### src/rtl/core/fus_pkg.sv
// Shared types, codes and constants for the ftp URL splitter.
`timescale 1ns / 1ps

package fus_pkg;

  // Length limit of one URL and the width of the byte position counter.
  localparam int unsigned MAX_URL_LEN = 256;
  localparam int unsigned POS_W       = $clog2(MAX_URL_LEN + 1);
  localparam int unsigned SCHEME_LEN  = 6;

  // Characters that the parser looks for.
  localparam logic [7:0] CHR_NUL   = 8'h00;
  localparam logic [7:0] CHR_F     = 8'h66;
  localparam logic [7:0] CHR_T     = 8'h74;
  localparam logic [7:0] CHR_P     = 8'h70;
  localparam logic [7:0] CHR_COLON = 8'h3A;
  localparam logic [7:0] CHR_SLASH = 8'h2F;
  localparam logic [7:0] CHR_AT    = 8'h40;

  // Field tags.
  localparam logic [2:0] TAG_NONE = 3'd0;
  localparam logic [2:0] TAG_USER = 3'd1;
  localparam logic [2:0] TAG_PASS = 3'd2;
  localparam logic [2:0] TAG_HOST = 3'd3;
  localparam logic [2:0] TAG_FILE = 3'd4;

  // Status codes.
  localparam logic [2:0] ST_BUSY         = 3'd0;
  localparam logic [2:0] ST_OK           = 3'd1;
  localparam logic [2:0] ST_BAD_PREFIX   = 3'd2;
  localparam logic [2:0] ST_TOO_LONG     = 3'd3;
  localparam logic [2:0] ST_BAD_USER_END = 3'd4;
  localparam logic [2:0] ST_BAD_PASS_END = 3'd5;
  localparam logic [2:0] ST_BAD_HOST_END = 3'd6;

  // Parser phase, one-hot.
  typedef enum logic [5:0] {
    PH_PREFIX  = 6'b000001,
    PH_USER    = 6'b000010,
    PH_PASS    = 6'b000100,
    PH_HOST    = 6'b001000,
    PH_FILE    = 6'b010000,
    PH_DISCARD = 6'b100000
  } phase_t;

  // Parser state carried from one byte to the next.
  typedef struct packed {
    phase_t           phase;
    logic [POS_W-1:0] pos;
    logic [2:0]       err;
    logic             anon;
  } parse_state_t;

  // Per-byte result besides the echoed byte.
  typedef struct packed {
    logic [2:0] tag;
    logic [2:0] status;
    logic       anon;
    logic       fin;
  } parse_result_t;

  localparam parse_state_t STATE_RESET = '{
    phase: PH_PREFIX,
    pos:   '0,
    err:   ST_BUSY,
    anon:  1'b0
  };

  // Expected character of the "ftp://" prefix at a given offset.
  function automatic logic [7:0] scheme_char(input logic [2:0] idx);
    logic [7:0] chr;
    case (idx)
      3'd0:    chr = CHR_F;
      3'd1:    chr = CHR_T;
      3'd2:    chr = CHR_P;
      3'd3:    chr = CHR_COLON;
      3'd4:    chr = CHR_SLASH;
      3'd5:    chr = CHR_SLASH;
      default: chr = CHR_NUL;
    endcase
    return chr;
  endfunction

endpackage

### src/rtl/core/fus_step.sv
// Next-state and result logic of the URL parser for one byte.
`timescale 1ns / 1ps

module fus_step (
  input  logic [7:0]            url_byte,
  input  fus_pkg::parse_state_t cur,
  output fus_pkg::parse_state_t nxt,
  output fus_pkg::parse_result_t res
);
  import fus_pkg::*;

  logic       fin;
  logic       too_long;
  logic [2:0] err;
  logic [2:0] tag;
  logic [2:0] status;
  parse_state_t upd;

  assign fin      = (url_byte == CHR_NUL);
  assign too_long = (cur.pos >= POS_W'(MAX_URL_LEN));

  // Classify the byte according to the current phase.
  always_comb begin
    upd    = cur;
    tag    = TAG_NONE;
    status = ST_BUSY;
    err    = ST_BUSY;
    case (cur.phase)
      PH_DISCARD: begin
        status = cur.err;
      end
      PH_PREFIX: begin
        if (cur.pos >= POS_W'(SCHEME_LEN) || url_byte != scheme_char(cur.pos[2:0])) begin
          err = ST_BAD_PREFIX;
        end else if (cur.pos == POS_W'(SCHEME_LEN - 1)) begin
          upd.phase = PH_USER;
        end
      end
      PH_USER: begin
        if (too_long) begin
          err = ST_TOO_LONG;
        end else if (url_byte == CHR_COLON) begin
          upd.phase = PH_PASS;
        end else if (url_byte == CHR_SLASH) begin
          upd.anon  = 1'b1;
          upd.phase = PH_FILE;
        end else if (fin) begin
          err = ST_BAD_USER_END;
        end else begin
          tag = TAG_USER;
        end
      end
      PH_PASS: begin
        if (too_long) begin
          err = ST_TOO_LONG;
        end else if (url_byte == CHR_AT) begin
          upd.phase = PH_HOST;
        end else if (url_byte == CHR_SLASH || fin) begin
          err = ST_BAD_PASS_END;
        end else begin
          tag = TAG_PASS;
        end
      end
      PH_HOST: begin
        if (too_long) begin
          err = ST_TOO_LONG;
        end else if (url_byte == CHR_SLASH) begin
          upd.phase = PH_FILE;
        end else if (fin) begin
          err = ST_BAD_HOST_END;
        end else begin
          tag = TAG_HOST;
        end
      end
      PH_FILE: begin
        if (too_long) begin
          err = ST_TOO_LONG;
        end else if (fin) begin
          status = ST_OK;
        end else begin
          tag = TAG_FILE;
        end
      end
      default: begin
        upd.phase = PH_DISCARD;
        status    = cur.err;
      end
    endcase

    // An error is held and the rest of the URL is discarded.
    if (err != ST_BUSY) begin
      upd.err   = err;
      upd.phase = PH_DISCARD;
      status    = err;
    end

    // The position saturates at the length limit.
    if (!too_long) begin
      upd.pos = cur.pos + POS_W'(1);
    end
  end

  // A zero byte closes the URL and restarts the parser.
  always_comb begin
    res.tag    = tag;
    res.status = status;
    res.anon   = upd.anon;
    res.fin    = fin;
    nxt        = fin ? STATE_RESET : upd;
  end

endmodule

### src/rtl/core/ftp_url_splitter_unit.sv
// Top level of the ftp URL splitter: input register, parser state and result register.
// A word goes from the input register through the parser into the result register.
// Throughput: one word per cycle when the sink does not stall; the input and result
// registers form a two-entry pipe; a new word is taken while a result waits for the sink.
// Reset: synchronous, active low; clears the pipe valids and returns the parser
// to the prefix phase with position, held error and anonymous flag at zero.
`timescale 1ns / 1ps

module ftp_url_splitter_unit (
  input  logic       clk,
  input  logic       rst_n,
  input  logic       in_valid,
  output logic       in_stall,
  input  logic [7:0] in_url_byte,
  output logic       out_valid,
  input  logic       out_stall,
  output logic [7:0] out_echo_byte,
  output logic [2:0] out_field_tag,
  output logic [2:0] out_status_code,
  output logic       out_first_is_host,
  output logic       out_url_end
);
  import fus_pkg::*;

  logic          s1_valid_r;
  logic          s1_valid_nxt;
  logic [7:0]    s1_byte_r;
  logic          s1_adv;
  logic          out_valid_r;
  logic          out_valid_nxt;
  logic [7:0]    out_byte_r;
  parse_result_t out_res_r;
  parse_state_t  state_r;
  parse_state_t  state_nxt;
  parse_result_t step_res;

  // The input word moves on when the result register is free or being drained.
  assign s1_adv        = s1_valid_r && (!out_valid_r || !out_stall);
  assign in_stall      = s1_valid_r && !s1_adv;
  assign s1_valid_nxt  = in_stall ? s1_valid_r : in_valid;
  assign out_valid_nxt = s1_adv ? 1'b1 : (out_valid_r && out_stall);

  fus_step u_step (
    .url_byte (s1_byte_r),
    .cur      (state_r),
    .nxt      (state_nxt),
    .res      (step_res)
  );

  // Control state.
  always_ff @(posedge clk) begin
    if (!rst_n) begin
      s1_valid_r  <= 1'b0;
      out_valid_r <= 1'b0;
      state_r     <= STATE_RESET;
    end else begin
      s1_valid_r  <= s1_valid_nxt;
      out_valid_r <= out_valid_nxt;
      if (s1_adv) begin
        state_r <= state_nxt;
      end
    end
  end

  // Payload registers.
  always_ff @(posedge clk) begin
    if (!in_stall) begin
      s1_byte_r <= in_url_byte;
    end
    if (s1_adv) begin
      out_byte_r <= s1_byte_r;
      out_res_r  <= step_res;
    end
  end

  assign out_valid         = out_valid_r;
  assign out_echo_byte     = out_byte_r;
  assign out_field_tag     = out_res_r.tag;
  assign out_status_code   = out_res_r.status;
  assign out_first_is_host = out_res_r.anon;
  assign out_url_end       = out_res_r.fin;

`ifndef ASSERT_OFF
  // Success is only ever reported on the closing zero byte.
  a_ok_on_end: assert property (@(posedge clk) disable iff (!rst_n)
    out_valid && out_status_code == ST_OK |-> out_url_end)
    else $error("ok status without end of URL");

  // A byte tagged as part of a field never carries a status.
  a_tag_busy: assert property (@(posedge clk) disable iff (!rst_n)
    out_valid && out_field_tag != TAG_NONE |-> out_status_code == ST_BUSY)
    else $error("field byte carries a status");

  // After a closing zero byte the parser is back in its reset state.
  a_restart: assert property (@(posedge clk) disable iff (!rst_n)
    s1_adv && s1_byte_r == CHR_NUL |=> state_r == STATE_RESET)
    else $error("parser did not restart after end of URL");

  // The input only stalls while a word is held in the input register.
  a_stall_held: assert property (@(posedge clk) disable iff (!rst_n)
    in_stall |-> s1_valid_r)
    else $error("input stalled with empty input register");
`endif

endmodule
### config.mk
export PLATFORM = sky130hd
export DESIGN_NAME = ftp_url_splitter_unit
export DESIGN_NICKNAME = d
export VERILOG_FILES = /design/src/rtl/core/fus_pkg.sv /design/src/rtl/core/fus_step.sv /design/src/rtl/core/ftp_url_splitter_unit.sv
export SDC_FILE = /design/constraint.sdc
export NUM_CORES = 1
export LEC_CHECK = 0
export ABC_AREA = 0
export BUFFER_PORTS_ARGS = -buffer_cell sky130_fd_sc_hd__clkbuf_2
export CAP_MARGIN = 25
export CELL_PAD_IN_SITES_DETAIL_PLACEMENT = 1
export CELL_PAD_IN_SITES_GLOBAL_PLACEMENT = 2
export CORE_MARGIN = 5
export CORE_UTILIZATION = 36
export DETAILED_ROUTE_END_ITERATION = 10
export MAX_ROUTING_LAYER = met4
export PLACE_DENSITY = 0.75
export SLEW_MARGIN = 20
export SYNTH_ARGS = -nofsm -noshare
export SYNTH_HDL_FRONTEND = slang
export SYNTH_SLANG_ARGS = --single-unit
### constraint.sdc
create_clock -name clk -period 3.1 [get_ports clk]
set_input_delay 0.155 -clock clk [delete_from_list [all_inputs] [get_ports clk]]
set_output_delay 0.155 -clock clk [all_outputs]
set_load 0.05 [all_outputs]
Yosys cells after proc, flatten, opt, wreduce, memory -nomap -nowiden

Cells that the tools add are included.
W data, S select, Z words.

Register bits after elaboration: 45

Add/subtract/negate cells: 1
$lt $le $gt $ge: 2
Equal/unequal tests: 24
Muxes and demuxes: 50
Reduce and logical (&&, ||, !) cells: 19

Operators with widths:

| cell                  | count |
|---|---|
| $mux W3               | 22 |
| $mux W6               | 9 |
| $pmux W7 S5           | 1 |
| $pmux W6 S5           | 1 |
| $mux W19              | 1 |
| $eq A8 B6 Y1 const B  | 2 |
| $ne A4 B3 Y1 const B  | 4 |
| $pmux W3 S5           | 1 |
| $pmux W3 S4           | 1 |
| $add A9 B1 Y9 const B | 1 |
| $eq A9 B3 Y1 const B  | 1 |
| $ge A9 B3 Y1 const B  | 1 |
| $ge A9 B9 Y1 const B  | 1 |
| $mux W9               | 1 |
| $eq A8 B7 Y1 const B  | 1 |
| $logic_not A8 Y1      | 1 |
| $mux W2               | 4 |
| $mux W8               | 1 |
| $ne A4 B1 Y1 const B  | 2 |
| $ne A8 B8 Y1          | 1 |
| $reduce_and A8 Y1     | 1 |
| $mux W1               | 7 |
| $eq A3 B2 Y1 const B  | 2 |
| $eq A3 B3 Y1 const B  | 2 |
| 19 further kinds      | 27 |

Logic depth before layout (Yosys ltp)

Depth after elaboration: 11
Depth in mapped cells: 9

Modules after synthesis

A second synthesis with hierarchy kept.

Cell total of the unflattened synthesis: 295
Area total of the unflattened synthesis: 2652.5 sq um

By module, submodules not included:

| module                | times used | cells each | area each (sq um) | sequential area each (sq um) |
|---|---|---|---|---|
| ftp_url_splitter_unit | 1          | 114        | 1575.3            | 1141.1 |
| fus_step              | 1          | 181        | 1077.3            | 0.0 |

Least setup slack after synthesis

No wires, ideal clock.

Kind: reg-to-reg
Start point: register state_r[5] (netlist name)
End point: register out_res_r, in the netlist out_status_code[1] (data pin)
Setup time: 262 ps
Arrival: 2126 ps
Data required time: 2838 ps
Setup slack: 712 ps
Stages on the path, launching flop included: 10
Path buffers: 0
Period minus slack after synthesis: 2388 ps
Cells stage by stage: dfxtp_1 -> ha_1 -> ha_1 -> and3b_1 -> a2111o_1 -> a2111oi_4 -> nor2_2 -> or3_1 -> a21oi_1 -> o21ai_0

RTL lines:

| item                   | line                        | RTL |
|---|---|---|
| start, declared        | ftp_url_splitter_unit.sv:33 | `parse_state_t state_r;` |
| start signal, assigned | ftp_url_splitter_unit.sv:60 | `state_r <= state_nxt;` |
| end signal, assigned   | ftp_url_splitter_unit.sv:72 | `out_res_r <= step_res;` |
| end, declared          | ftp_url_splitter_unit.sv:32 | `parse_result_t out_res_r;` |

Worst setup path in the final report

Start point: register state_r[5] (netlist name)
End point: register state_r[18] (netlist name)

Longest elaborated chain between the ends: 11
Elaborated cells between the ends (all ways): 31
Those cells by class: 2 x order compare; 14 x eq/ne; 10 x mux; 5 x reduce/logical

Ends and longest elaborated chain:

| item                                                           | line           | RTL |
|---|---|---|
| $eq A3 B3 Y1                                                   | fus_pkg.sv:72  | `case (idx)` |
| $reduce_or A2 Y1 (no line)                                     | --             |  |
| $pmux W7 S5                                                    | fus_pkg.sv:72  |  |
| $mux W8                                                        | fus_step.sv:28 | `case (cur.phase)` |
| $ne A8 B8 Y1                                                   | fus_step.sv:33 | `if (cur.pos >= POS_W'(SCHEME_LEN) \|\| url_byte != scheme_char(cur.pos[2:0])) begin` |
| $logic_or A1 B1 Y1                                             | fus_step.sv:33 |  |
| $mux W2                                                        | fus_step.sv:33 |  |
| $pmux W3 S5                                                    | fus_step.sv:28 |  |
| $reduce_bool A3 Y1                                             | fus_step.sv:91 | `if (err != ST_BUSY) begin` |
| $ne A4 B3 Y1 (no line) (tied with other cells)                 | --             |  |
| $reduce_and A8 Y1 (no line) / $mux W19 (equally long branches) | --             |  |

Several ways; a longest one is shown, not always the timed one. The select of a mux whose other input is x is not followed.
A chain may end at the register's enable or synchronous reset.

==> out/results.ini <==
[cts]
cts_resized = 0
cts.sinks = 45
path_clk_slew_ns = 0.10
hold_buffers = 0
cts_buffer_depth = 2
clk_latency_ns = 0.31
cts_tree = built
htree_levels = 2
cts_buffers = 5
cts_setup_buffers = 0
clockRootBuffer = clkbuf_8

[routing]
vias = 1876
wire_per_inst_um = 18.3
drt_iter0_drc = 102
routed_wirelength_mm = 6.31
postRouteAntennaNets = 0
drc = 0
drt-pass1-iter-count = 4
viasPerCell = 5.45

[worst_setup_path]
crit_required_ns = 3.29
end_kind = flip-flop
worstReg2RegStart = state_r[5]
crit_type = reg -> reg
crit_path_max_fanout = 7
start_kind = flip-flop
cp-startpoint = state_r[5]
cp_data_arrival_time_ns = 2.90

[die]
core_area_um2 = 6350
die_y_um = 90.7
io_pins = 30
die-area_um2 = 8220
fp.dieW_um = 90.7
rows = 29
initial_utilization_pct = 36.9

[grt]
grt_pass1_vias = 1954
grtUsageTotal_pct = 15.9
overflow = 0
grt_max_degree = 22
antenna_found_initial = 0
grt_pass1_wl_mm = 10.3

[placed_design]
dp_hpwl_mm = 4.82
port_buffers = 29
post-place-ws_ns = 0.368
gp_congestion = 0.834

[yosys]
ys.flop_type = edfxtp_1
yosysTopAreaCellShare_pct = 30.8
ys_seq_area_share_pct = 48.7
syn_area_per_cell_um2 = 10.1
yosys.cell_count.top_type = edfxtp_1
synth-seq-cells = 45
synth_commonest_cells = 24 x edfxtp_1, 22 x nor2_1, 21 x dfxtp_1, 17 x nand2_1, 15 x a21oi_1
syn_nets = 250
synth_edf_count = 24
synth_warnings = 0
synth.area.top_cells = edfxtp_1 31%, dfxtp_1 18%, nor2_1 3.5%
yosys.area.top_type = edfxtp_1
synth_area_um2 = 2340
syn-instance-count = 233
async_flop_share_pct = 0
yosysUniqueCellTypes = 60

[timing]
slew_violations = 0
final_hold_viol_count = 0
layout_setup_ws_ns = 0.386
worstMarginPinSlew_ns = 0.642
setup_tns_ns = 0
rsz0062_at_grt = no
fin_skew_ns = 0.0125
period_share_pct = 87.5
clock.fmax_ghz = 0.368
setup_viol = 0
relSlewSlack_pct = 56.9
fin_crit_ns = 2.71

[finish]
areaGrowthSynthToFinish_pct = 15.0
nFillCells = 734
drive_gt1_share_pct = 21.0
n_antenna_cell = 0
nets = 283

[outcome]
status = completed

[power]
leakage_nw = 1.02
powerDensity_nw_per_um2 = 513
ir_drop_uv = 194

[run]
max_cap_viol_count = 0

[worst_hold_path]
hp-start = in_url_byte[7]
hold_path.class = in -> reg

-- path summary, 6_finish.rpt --
| kind | to | slack, ns | cells after the start |
|---|---|---|---|
| setup / recovery | state_r[18] | 0.39 | 9 |
| hold / removal | s1_byte_r[7] | 0.01 | 1 |
| hold reg to reg | state_r[2] | 0.49 | 2 |
| setup reg to reg | state_r[18] | 0.39 | 9 |
-- per-layer routing --
| metal | up-vias | part of all wire (%) | GRT usage, % |
|---|---|---|---|
| met1 | 915 | 47 | 20.6 |
| met3 | 8 | 3.1 | 3.00 |
| li1 | 923 | - | - |
| met4 | 0 | 1.5 | 3.60 |
| met2 | 30 | 49 | 25.7 |
| met5 | - | 0 | - |
-- cells by family (layout without fill, tap and decap cells) --
group	Yosys count	in the layout	synth area share [%]
XOR/XNOR	10	10	3.74
adder cells (fa/ha/maj)	5	5	2.67
AND/OR/NAND/NOR	98	98	24.0
AO/OA/AOI/OAI	54	54	16.1
flip-flops	45	45	48.7
multiplexers	3	3	1.34
buffers and inverters	18	52	3.37
-- sequential cells by signal, summed over array words and instances (netlist names) --
register	flops
out_status_code	3
out_valid	1
s1_valid_r	1
out_first_is_host	1
out_echo_byte	8
state_r	19
s1_byte_r	8
out_field_tag	3
out_url_end	1
-- power by group --
part           internal [mW]  leakage (nW)  switching (mW)  total [mW]
combinational         0.0745         0.551           0.146       0.220
clock                  0.246        0.0591           0.227       0.473
sequential             0.655         0.405          0.0329       0.688
-- area by class of cell --
class,count,area [um^2],area share [%]
clock buffer,5,68.8,2.55
clock inverter,3,47.5,1.76
inverter,12,50.0,1.86
multi-input combinational,170,1120,41.7
sequential,45,1140,42.4
tap,77,96.3,3.58
timing repair buffer,32,168,6.22
-- stage by stage --
step	hold slack (ns)	instance area, um^2	utilization, %	cells	power [mW]
2_1_floorplan	0.254	2340	-	233	0.861
3_3_place_gp	0.331	2580	40.6	336	0.920
3_5_place_dp	0.335	2580	40.6	336	0.924
4_1_cts	0.00759	2690	42.4	344	1.40
5_1_grt	0.00636	2690	42.4	344	1.44
6_report	0.0149	2690	42.4	344	1.38
-- worst max-delay path: stages (launching register included) --
cell	delay [ns]
dfxtp_1	0.44
ha_1	0.21
ha_1	0.26
and3b_1	0.21
a2111o_1	0.38
a2111oi_4	0.26
nor2_2	0.09
or3_1	0.36
o211ai_1	0.28
mux2i_1	0.11
-- cells in the final DEF, fill, tap and decap left out, drive strengths merged, types with 2 or more instances in the layout --
cell type and n:
clkbuf 34, edfxtp 24, nor2 23, dfxtp 21, o21ai 18, nand2 17
a21oi 16, nor3 14, inv 13, nand3 9, xor2 7, nand4 7
nand2b 6, ha 5, o211ai 4, nor4 4, xnor2 3, buf 3
nor3b 3, o21bai 2, and2 2, mux2i 2, and3 2, a21boi 2
o31ai 2
(Power assumes the default switching activity.)
